===== src/design/ebmd_pkg.sv =====
// ----------------------------------------------------------------------------
// ebmd_pkg
// Shared types and constants of the echo burst median distance block.
// ----------------------------------------------------------------------------
package ebmd_pkg;

    // Field widths
    localparam int ECHO_W  = 20;
    localparam int CM_W    = 15;
    localparam int COUNT_W = 6;

    typedef logic [ECHO_W-1:0]  echo_us_t;
    typedef logic [CM_W-1:0]    median_cm_t;
    typedef logic [COUNT_W-1:0] count_cfg_t;

    // Samples per burst after reset
    localparam count_cfg_t SAMPLE_COUNT_RESET = 6'd24;

    // Round trip: 29 us per cm each way, so divide the echo width by 58.
    localparam int US_PER_CM   = 29;
    localparam int TRIP_DIV    = 2;
    localparam int CM_DIVISOR  = US_PER_CM * TRIP_DIV;

    // Reciprocal multiply: ceil(2^26 / 58) is exact for every 20-bit width
    localparam int DIV_SHIFT = 26;
    localparam int MULT_W    = 21;
    localparam int PROD_W    = ECHO_W + MULT_W;
    localparam logic [MULT_W-1:0] DIV_MULT =
        MULT_W'(((64'd1 << DIV_SHIFT) + CM_DIVISOR - 1) / CM_DIVISOR);

endpackage


===== src/design/ebmd_echo_if.sv =====
// ----------------------------------------------------------------------------
// ebmd_echo_if
// Request channel carrying one echo pulse width in microseconds.
// ----------------------------------------------------------------------------
interface ebmd_echo_if;

    logic               valid;
    logic               ready;
    ebmd_pkg::echo_us_t echo_us;

    modport source (output valid, output echo_us, input ready);
    modport sink   (input valid, input echo_us, output ready);

endinterface


===== src/design/ebmd_median_if.sv =====
// ----------------------------------------------------------------------------
// ebmd_median_if
// Request channel carrying one burst median distance in centimetres.
// ----------------------------------------------------------------------------
interface ebmd_median_if;

    logic                 valid;
    logic                 ready;
    ebmd_pkg::median_cm_t median_cm;

    modport source (output valid, output median_cm, input ready);
    modport sink   (input valid, input median_cm, output ready);

endinterface


===== src/design/ebmd_ram.sv =====
// ----------------------------------------------------------------------------
// ebmd_ram
// Generic single-write, single-read RAM with registered read data.
// ----------------------------------------------------------------------------
module ebmd_ram #(
    parameter int WIDTH = 15,
    parameter int DEPTH = 32,
    parameter int AW    = (DEPTH > 1) ? $clog2(DEPTH) : 1
) (
    input  logic             clk,
    input  logic             we,
    input  logic [AW-1:0]    waddr,
    input  logic [WIDTH-1:0] wdata,
    input  logic [AW-1:0]    raddr,
    output logic [WIDTH-1:0] rdata
);

    logic [WIDTH-1:0] mem [DEPTH];
    logic [WIDTH-1:0] rdata_reg;

    // Write port and registered read port
    always_ff @(posedge clk)
    begin
        if (we)
        begin
            mem[waddr] <= wdata;
        end
        rdata_reg <= mem[raddr];
    end

    assign rdata = rdata_reg;

endmodule


===== src/design/ebmd_cm_conv.sv =====
// ----------------------------------------------------------------------------
// ebmd_cm_conv
// Converts an echo width in microseconds to centimetres, floor(us / 58),
// by a registered reciprocal multiply; result in the cycle after the start.
// ----------------------------------------------------------------------------
module ebmd_cm_conv (
    input  logic                 clk,
    input  logic                 rst_n,
    input  logic                 start,
    input  ebmd_pkg::echo_us_t   echo_us,
    output logic                 done,
    output ebmd_pkg::median_cm_t median_cm
);

    logic [ebmd_pkg::PROD_W-1:0] prod_reg;
    logic                        done_reg;

    // Multiply by the scaled reciprocal
    always_ff @(posedge clk)
    begin
        if (start)
        begin
            prod_reg <= ebmd_pkg::PROD_W'(echo_us) * ebmd_pkg::PROD_W'(ebmd_pkg::DIV_MULT);
        end
    end

    // Flag the product in the cycle after the start
    always_ff @(posedge clk or negedge rst_n)
    begin
        if (!rst_n)
        begin
            done_reg <= 1'b0;
        end
        else
        begin
            done_reg <= start;
        end
    end

    assign done      = done_reg;
    assign median_cm = prod_reg[ebmd_pkg::DIV_SHIFT +: ebmd_pkg::CM_W];

endmodule


===== src/design/echo_burst_median_distance.sv =====
// Flow: a sample that does not close its burst passes through S_CONV and is back in S_IDLE,
// ready for the next request. The closing sample then ranks each candidate in turn over
// the single RAM read port, through S_CAND, S_LATCH and a scan of all n samples in S_SCAN.
// A new sample is taken only in S_IDLE, not while one converts or a burst is being ranked;
// the next burst opens in the same cycle as the median is offered. Reset: sample count
// back to 24, burst counter cleared, sample RAM left uninitialized.
// ----------------------------------------------------------------------------
// echo_burst_median_distance
// Stores converted echo distances in a RAM and, when the burst is full,
// finds the element of rank floor(n/2) by counting ranks over the RAM.
// ----------------------------------------------------------------------------
module echo_burst_median_distance #(
    parameter int MAX_SAMPLES = 32
) (
    input  logic                 clk,
    input  logic                 rst_n,
    ebmd_echo_if.sink            echo,
    ebmd_median_if.source        median,
    input  logic                 cfg_we,
    input  ebmd_pkg::count_cfg_t cfg_wdata
);

    localparam int AW = (MAX_SAMPLES > 1) ? $clog2(MAX_SAMPLES) : 1;
    localparam int CW = $clog2(MAX_SAMPLES + 1) > 0 ? $clog2(MAX_SAMPLES + 1) : 1;

    localparam logic [2:0] S_IDLE  = 3'd0;
    localparam logic [2:0] S_CONV  = 3'd1;
    localparam logic [2:0] S_CAND  = 3'd2;
    localparam logic [2:0] S_LATCH = 3'd3;
    localparam logic [2:0] S_SCAN  = 3'd4;
    localparam logic [2:0] S_EMIT  = 3'd5;

    logic [2:0]           state_reg, state_next;
    ebmd_pkg::count_cfg_t cfg_reg;
    logic [CW-1:0]        taken_reg, taken_next;
    logic [AW-1:0]        cand_idx_reg, cand_idx_next;
    logic [AW-1:0]        scan_idx_reg, scan_idx_next;
    logic [CW-1:0]        rank_reg, rank_next;
    ebmd_pkg::median_cm_t cand_val_reg;
    logic                 out_valid_reg, out_valid_next;
    ebmd_pkg::median_cm_t median_reg;

    logic [CW-1:0]        n_eff;
    logic [CW-1:0]        k_eff;
    logic [CW-1:0]        slot;
    logic [CW-1:0]        rank_sum;
    logic                 scan_last;
    logic                 contrib;
    logic                 emit_load;

    logic                 conv_start;
    logic                 conv_done;
    ebmd_pkg::median_cm_t conv_cm;

    logic                 ram_we;
    logic [AW-1:0]        ram_raddr;
    ebmd_pkg::median_cm_t ram_rdata;

    // Clamp the configured count into 1..MAX_SAMPLES
    always_comb
    begin
        if (cfg_reg == '0)
        begin
            n_eff = CW'(1);
        end
        else if (int'(cfg_reg) > MAX_SAMPLES)
        begin
            n_eff = CW'(MAX_SAMPLES);
        end
        else
        begin
            n_eff = CW'(cfg_reg);
        end
    end

    assign k_eff = n_eff >> 1;
    assign slot  = (taken_reg >= n_eff) ? (n_eff - CW'(1)) : taken_reg;

    // Rank contribution of the element now on the read port
    assign contrib   = (ram_rdata < cand_val_reg) ||
                       ((ram_rdata == cand_val_reg) && (scan_idx_reg < cand_idx_reg));
    assign rank_sum  = rank_reg + CW'(contrib);
    assign scan_last = (CW'(scan_idx_reg) == (n_eff - CW'(1)));

    assign echo.ready = (state_reg == S_IDLE);
    assign conv_start = echo.valid && echo.ready;
    assign ram_we     = (state_reg == S_CONV) && conv_done;
    assign emit_load  = (state_reg == S_EMIT) && (!out_valid_reg || median.ready);

    // Read address for the candidate fetch and the scan
    always_comb
    begin
        unique case (state_reg)
            S_CAND:  ram_raddr = cand_idx_reg;
            S_SCAN:  ram_raddr = scan_idx_reg + AW'(1);
            default: ram_raddr = '0;
        endcase
    end

    ebmd_cm_conv u_conv (
        .clk       (clk),
        .rst_n     (rst_n),
        .start     (conv_start),
        .echo_us   (echo.echo_us),
        .done      (conv_done),
        .median_cm (conv_cm)
    );

    ebmd_ram #(
        .WIDTH (ebmd_pkg::CM_W),
        .DEPTH (MAX_SAMPLES),
        .AW    (AW)
    ) u_store (
        .clk   (clk),
        .we    (ram_we),
        .waddr (slot[AW-1:0]),
        .wdata (conv_cm),
        .raddr (ram_raddr),
        .rdata (ram_rdata)
    );

    // Sequence: store the sample, then rank each candidate until the median
    always_comb
    begin
        state_next    = state_reg;
        taken_next    = taken_reg;
        cand_idx_next = cand_idx_reg;
        scan_idx_next = scan_idx_reg;
        rank_next     = rank_reg;
        unique case (state_reg)
            S_IDLE:
            begin
                if (conv_start)
                begin
                    state_next = S_CONV;
                end
            end
            S_CONV:
            begin
                if (conv_done)
                begin
                    if (slot + CW'(1) >= n_eff)
                    begin
                        taken_next    = '0;
                        cand_idx_next = '0;
                        state_next    = S_CAND;
                    end
                    else
                    begin
                        taken_next = slot + CW'(1);
                        state_next = S_IDLE;
                    end
                end
            end
            S_CAND:
            begin
                state_next = S_LATCH;
            end
            S_LATCH:
            begin
                scan_idx_next = '0;
                rank_next     = '0;
                state_next    = S_SCAN;
            end
            S_SCAN:
            begin
                rank_next = rank_sum;
                if (scan_last)
                begin
                    if (rank_sum == k_eff)
                    begin
                        state_next = S_EMIT;
                    end
                    else
                    begin
                        cand_idx_next = cand_idx_reg + AW'(1);
                        state_next    = S_CAND;
                    end
                end
                else
                begin
                    scan_idx_next = scan_idx_reg + AW'(1);
                end
            end
            S_EMIT:
            begin
                if (emit_load)
                begin
                    state_next = S_IDLE;
                end
            end
            default:
            begin
                state_next = S_IDLE;
            end
        endcase
    end

    // Hold the output request until taken
    always_comb
    begin
        if (emit_load)
        begin
            out_valid_next = 1'b1;
        end
        else if (median.ready)
        begin
            out_valid_next = 1'b0;
        end
        else
        begin
            out_valid_next = out_valid_reg;
        end
    end

    // Control registers
    always_ff @(posedge clk or negedge rst_n)
    begin
        if (!rst_n)
        begin
            state_reg     <= S_IDLE;
            cfg_reg       <= ebmd_pkg::SAMPLE_COUNT_RESET;
            taken_reg     <= '0;
            cand_idx_reg  <= '0;
            scan_idx_reg  <= '0;
            rank_reg      <= '0;
            out_valid_reg <= 1'b0;
        end
        else
        begin
            state_reg     <= state_next;
            taken_reg     <= taken_next;
            cand_idx_reg  <= cand_idx_next;
            scan_idx_reg  <= scan_idx_next;
            rank_reg      <= rank_next;
            out_valid_reg <= out_valid_next;
            if (cfg_we)
            begin
                cfg_reg <= cfg_wdata;
            end
        end
    end

    // Payload registers
    always_ff @(posedge clk)
    begin
        if (state_reg == S_LATCH)
        begin
            cand_val_reg <= ram_rdata;
        end
        if (emit_load)
        begin
            median_reg <= cand_val_reg;
        end
    end

    assign median.valid     = out_valid_reg;
    assign median.median_cm = median_reg;

    // Conversion result comes back in the cycle after its request
    a_conv_latency: assert property (@(posedge clk) disable iff (!rst_n)
        conv_start |=> conv_done)
        else $error("conversion done missing after request");

    // Scan never runs past the burst
    a_scan_range: assert property (@(posedge clk) disable iff (!rst_n)
        (state_reg == S_SCAN) |-> (CW'(scan_idx_reg) < n_eff))
        else $error("scan index beyond burst");

    // Some candidate must match the median rank before candidates run out
    a_cand_range: assert property (@(posedge clk) disable iff (!rst_n)
        (state_reg == S_CAND) |-> (CW'(cand_idx_reg) < n_eff))
        else $error("no candidate matched the median rank");

    // A result is only pending after a completed scan
    a_emit_origin: assert property (@(posedge clk) disable iff (!rst_n)
        $rose(state_reg == S_EMIT) |-> ($past(state_reg) == S_SCAN))
        else $error("emit entered without a scan");

endmodule


===== src/flat_wrapper.sv =====
// flat-port wrapper written by rule: the top's interface ports become plain ports
module echo_burst_median_distance_flat 
#(
    parameter int MAX_SAMPLES = 32
)
  (clk, rst_n, cfg_we, cfg_wdata, echo_valid, echo_echo_us, echo_ready, median_valid, median_median_cm, median_ready);
  ebmd_echo_if echo_i ();
  ebmd_median_if median_i ();
  input  logic clk;
  input  logic rst_n;
  input  logic cfg_we;
  input  ebmd_pkg::count_cfg_t cfg_wdata;
  input wire logic [$bits(echo_i.valid)-1:0] echo_valid;
  input wire logic [$bits(echo_i.echo_us)-1:0] echo_echo_us;
  output wire logic [$bits(echo_i.ready)-1:0] echo_ready;
  output wire logic [$bits(median_i.valid)-1:0] median_valid;
  output wire logic [$bits(median_i.median_cm)-1:0] median_median_cm;
  input wire logic [$bits(median_i.ready)-1:0] median_ready;
  assign echo_i.valid = echo_valid;
  assign echo_i.echo_us = echo_echo_us;
  assign echo_ready = echo_i.ready;
  assign median_valid = median_i.valid;
  assign median_median_cm = median_i.median_cm;
  assign median_i.ready = median_ready;
  echo_burst_median_distance #(.MAX_SAMPLES(MAX_SAMPLES)) u_core (.clk(clk), .rst_n(rst_n), .echo(echo_i), .median(median_i), .cfg_we(cfg_we), .cfg_wdata(cfg_wdata));
endmodule

===== config.mk =====
export PLATFORM = sky130hd
export DESIGN_NAME = echo_burst_median_distance_flat
export DESIGN_NICKNAME = d
export VERILOG_FILES = /design/src/design/ebmd_pkg.sv /design/src/design/ebmd_echo_if.sv /design/src/design/ebmd_median_if.sv /design/src/design/ebmd_ram.sv /design/src/design/ebmd_cm_conv.sv /design/src/design/echo_burst_median_distance.sv /design/src/flat_wrapper.sv
export SDC_FILE = /design/constraint.sdc
export NUM_CORES = 1
export LEC_CHECK = 0
export ABC_AREA = 1
export BUFFER_PORTS_ARGS = -buffer_cell sky130_fd_sc_hd__buf_4
export CAP_MARGIN = 20
export CORE_UTILIZATION = 40
export DETAILED_ROUTE_END_ITERATION = 8
export GPL_TIMING_DRIVEN = 0
export PLACE_DENSITY_LB_ADDON = 0.05
export SYNTH_ARGS = -nofsm -noshare
export SYNTH_HDL_FRONTEND = slang
export SYNTH_SLANG_ARGS = --single-unit
export TNS_END_PERCENT = 30

===== constraint.sdc =====
create_clock -name clk -period 5.6 [get_ports clk]
set_input_delay 0.28 -clock clk [delete_from_list [all_inputs] [get_ports clk]]
set_output_delay 0.28 -clock clk [all_outputs]
set_load 0.1 [all_outputs]

==> out/qor.txt <==
WORST SETUP PATH
------------------------------------------------------------------------------------
Reg2Reg Capture Point                                                   u_core.cand_idx_reg[4]
Worst-path fanout max                                                              6
Worst setup SP type                                                     primary input
Crit path arrival time                                                       5.72 ns
Most prevalent standard cell on the critical path                       sky130_fd_sc_hd__fa_1
Worst setup path category                                               primary input to register
Slack of the worst reg-to-reg path                                           0.78 ns
Critical Path, Cell by Cell                                             buf_4 > inv_1 > ha_1 > inv_1 > fa_1 > inv_1 > fa_1 > inv_1 > fa_1 > fa_1 > fa_1 > ha_1 > ha_1 > nand2_1 > nand2_1 > a21boi_0 > o21ai_0 > a31oi_1 > nand3_1 > nand2_1 > nand2_1
Slowest CP cell                                                         sky130_fd_sc_hd__fa_1
R2r startpoint                                                          u_core.cfg_reg[4]
Family with the most delay on the worst path                             adder cells
Data required time at the worst endpoint                                     5.95 ns
Bufs and invs on worst path                                                        5
Type of destination of the critical path                                    register
R2R cell count                                                                    25
Cell depth of the worst setup path                                                21
CP max stage delay                                                           0.50 ns

DRT
------------------------------------------------------------------------------------
Drt pass-1 iters                                                                   6
Count of antenna-violating nets left after detailed routing                        0
Routed len/inst                                                              22.0 um
Iter 0 DRT Violations                                                           1610
Via Count                                                                      24.0k
Detailed Route WL                                                             103 mm
DR vias/cell                                                                    5.12
Remaining design rule violation count                                              0

YOSYS
------------------------------------------------------------------------------------
Cell taking the most area after synthesis                               sky130_fd_sc_hd__edfxtp_1
Per-instance average area after synthesis                                 10.2 sq um
YS warnings                                                                        0
Dominant cells by area after synthesis                                  sky130_fd_sc_hd__edfxtp_1, sky130_fd_sc_hd__fa_1, sky130_fd_sc_hd__ha_1
Yosys top cell area share                                                      0.466
Sequential fraction of the synthesis area                                      0.499
Synth cell types                                                                  45
Number of enable flip-flop cells after synthesis                                 525
Share of flip-flops with an asynchronous set or reset after synthesis         0.0576
Most common flop cell mapped by yosys                                   sky130_fd_sc_hd__edfxtp_1
Cell area after synthesis                                                33800 sq um
Seq cells post-synth                                                             573
Number of standard cells after synthesis                                        3317
Synthesized net count                                                           3741
List of most frequent post-synthesis cells                              sky130_fd_sc_hd__nand2_1, sky130_fd_sc_hd__inv_1, sky130_fd_sc_hd__edfxtp_1
Leading cell type by number of instances after synthesis                sky130_fd_sc_hd__nand2_1

TIMING
------------------------------------------------------------------------------------
Final worst-path cycle share                                                   0.960
Final number of setup-violating endpoints                                          0
Max-Slew Margin vs Limit                                                       0.337
Setup WS post-layout                                                        0.223 ns
Worst-margin pin slew                                                       0.993 ns
Setup repair after global routing missed its margin                               no
Min Clock Period, post-route                                                 5.38 ns
Fmax                                                                         186 MHz
Final Hold Vio Count                                                               0
Final Max Tran Viols                                                               0
Setup TNS Final                                                                 0 ns
Worst Skew                                                                 0.0405 ns

CELLS AND AREA
------------------------------------------------------------------------------------
Largest Register                                                        u_core.u_store.mem
Post-Route Utilization                                                         0.463
Final instance area                                                      38800 sq um
Final net count                                                                 3917
Largest register FFs                                                             480
Filler instances                                                                7995
Syn-to-layout area delta                                                       14.6%
Share of cells above drive strength 1                                         0.0871

DIE
------------------------------------------------------------------------------------
Boundary pin count                                                                48
Die Wd                                                                        293 um
Area of the die                                                          85700 sq um
Number of placement rows                                                         106
Placeable core region                                                    83700 sq um
Starting density of the core                                                   0.404
Vertical die dimension                                                        293 um

PLACE
------------------------------------------------------------------------------------
Buffers added on ports                                                            46
Area post-placement                                                      36500 sq um
Worst slack at placement                                                   -0.406 ns
Global placer's final weighted congestion                                      0.898
Final HPWL from detailed placement                                           79.6 mm

STATUS
------------------------------------------------------------------------------------
Outcome                                                                 complete, no violations

HOLD PATH
------------------------------------------------------------------------------------
Worst hold path startpoint                                                    cfg_we
Hold Path Sink                                                          u_core.cfg_reg[5]
Number of instances on the worst hold path                                         3
Worst hold path type                                                    primary input to register

CLOCK NETWORK
------------------------------------------------------------------------------------
Count of clock tree sinks                                                        573
TritonCTS clock tree                                                           built
Number of buffers between clock root and the deepest sink                          3
Root buf cell                                                           sky130_fd_sc_hd__clkbuf_16
Number of H-tree levels                                                            3
Clock transition at the registers of the reported paths                      0.06 ns
Number of buffers inserted by post-CTS setup repair                                0
Clock latency on the worst-skew pair                                         0.63 ns
Number of buffers created by CTS                                                  67

PWR
------------------------------------------------------------------------------------
Total power                                                                  22.5 mW
Power Dens Cells                                                         581 nW/um^2
Leak                                                                         16.7 nW
Worst IR drop on VDD                                                        0.439 mV

GLOBAL ROUTING
------------------------------------------------------------------------------------
Total routing resource utilization after global routing                        0.242
Initial antenna violation count                                                    1
Maximum number of pins on one net before global-route repair                      34
Wire length of the first global-routing pass                                  153 mm
Grt ovf                                                                            0
Via count of the first global-routing pass                                     24.3k

FLOW RUN
------------------------------------------------------------------------------------
Max-cap viol count                                                                 0

-- per-layer routing --
layer,wire length [um],track usage
met4,2820,0.0704
met1,43900,0.315
met5,0,0
met3,4990,0.0282
met2,51200,0.423
-- worst max path at each step --
stage | end | slack, ns | from
2_1_floorplan | u_core.u_conv.prod_reg[36] | 0.41 | echo_echo_us[14]
3_3_place_gp | u_core.u_conv.prod_reg[36] | -0.43 | echo_echo_us[13]
3_5_place_dp | u_core.u_conv.prod_reg[36] | -0.41 | echo_echo_us[18]
4_1_cts | u_core.u_conv.prod_reg[32] | 0.21 | echo_echo_us[18]
5_1_grt | u_core.u_conv.prod_reg[32] | 0.02 | echo_echo_us[16]
6_report | u_core.u_conv.prod_reg[40] | 0.22 | echo_echo_us[18]
-- layout by cell type (no fill, tap or decap), drive strengths merged, types with 6 or more instances in the layout --
cell type | Yosys | layout
nand2 | 664 | 664
inv | 562 | 564
edfxtp | 525 | 525
nand3 | 484 | 484
ha | 232 | 232
nand3b | 199 | 199
buf | 90 | 187
fa | 161 | 161
clkbuf | 40 | 130
nor2 | 115 | 115
a21oi | 56 | 56
o21ai | 46 | 46
dfrtp | 31 | 31
clkinv | 1 | 25
nand4 | 19 | 19
xor2 | 15 | 15
dfxtp | 15 | 15
o21bai | 10 | 10
dlygate4sd3 | 0 | 10
nor3 | 10 | 10
a31oi | 6 | 6
-- worst reg2reg max path, delay by kind of cell, from the launching register on --
kind | cells | cell delay, ns
flip-flops | 1 | 0.53
buffers and inverters | 5 | 0.59
AND/OR/NAND/NOR | 13 | 1.75
AO/OA/AOI/OAI | 4 | 0.98
adder cells (fa/ha/maj) | 3 | 0.87
-- layout make-up --
class | instances | area, sq um | area share
buffer | 130 | 626 | 0.0161
multi-input combinational | 2051 | 14200 | 0.367
clock inverter | 32 | 335 | 0.00865
tap | 1134 | 1420 | 0.0366
clock buffer | 90 | 1800 | 0.0465
antenna | 1 | 2.50 | 0.0000645
timing repair buffer | 107 | 1330 | 0.0343
sequential | 573 | 16900 | 0.436
inverter | 563 | 2120 | 0.0546
-- metrics by stage --
stage / cells / hold WS (ns)
floorplan: 3317 / -0.0156
global placement: 4497 / 0.258
detailed placement: 4547 / 0.270
CTS: 4679 / 0.0149
global route: 4680 / 0.105
finish: 4681 / 0.0463
-- power breakdown --
group	switching, mW	internal [mW]	leakage [nW]
logic	8.12	4.25	10.4
registers	0.323	5.54	5.29
clock network	1.82	2.48	1.04
-- what timing repair did --
action	CTS	global route
setup endpoints to repair	0	7
hold endpoints to repair	41	0
gates resized for setup	0	4
hold buffers	10	0
-- cell families (layout without fill, tap and decap cells) --
logic type,Yosys count,after routing,share of synthesized area
simple gates,1498,1498,0.209
buf+inv,693,922,0.0810
flops,573,573,0.499
fa+ha+maj,393,393,0.181
compound gates,138,138,0.0231
xor+xnor,18,18,0.00466
mux,4,4,0.00133
other cells,0,1,0
Note: power is estimated with default switching activity, not from simulation.
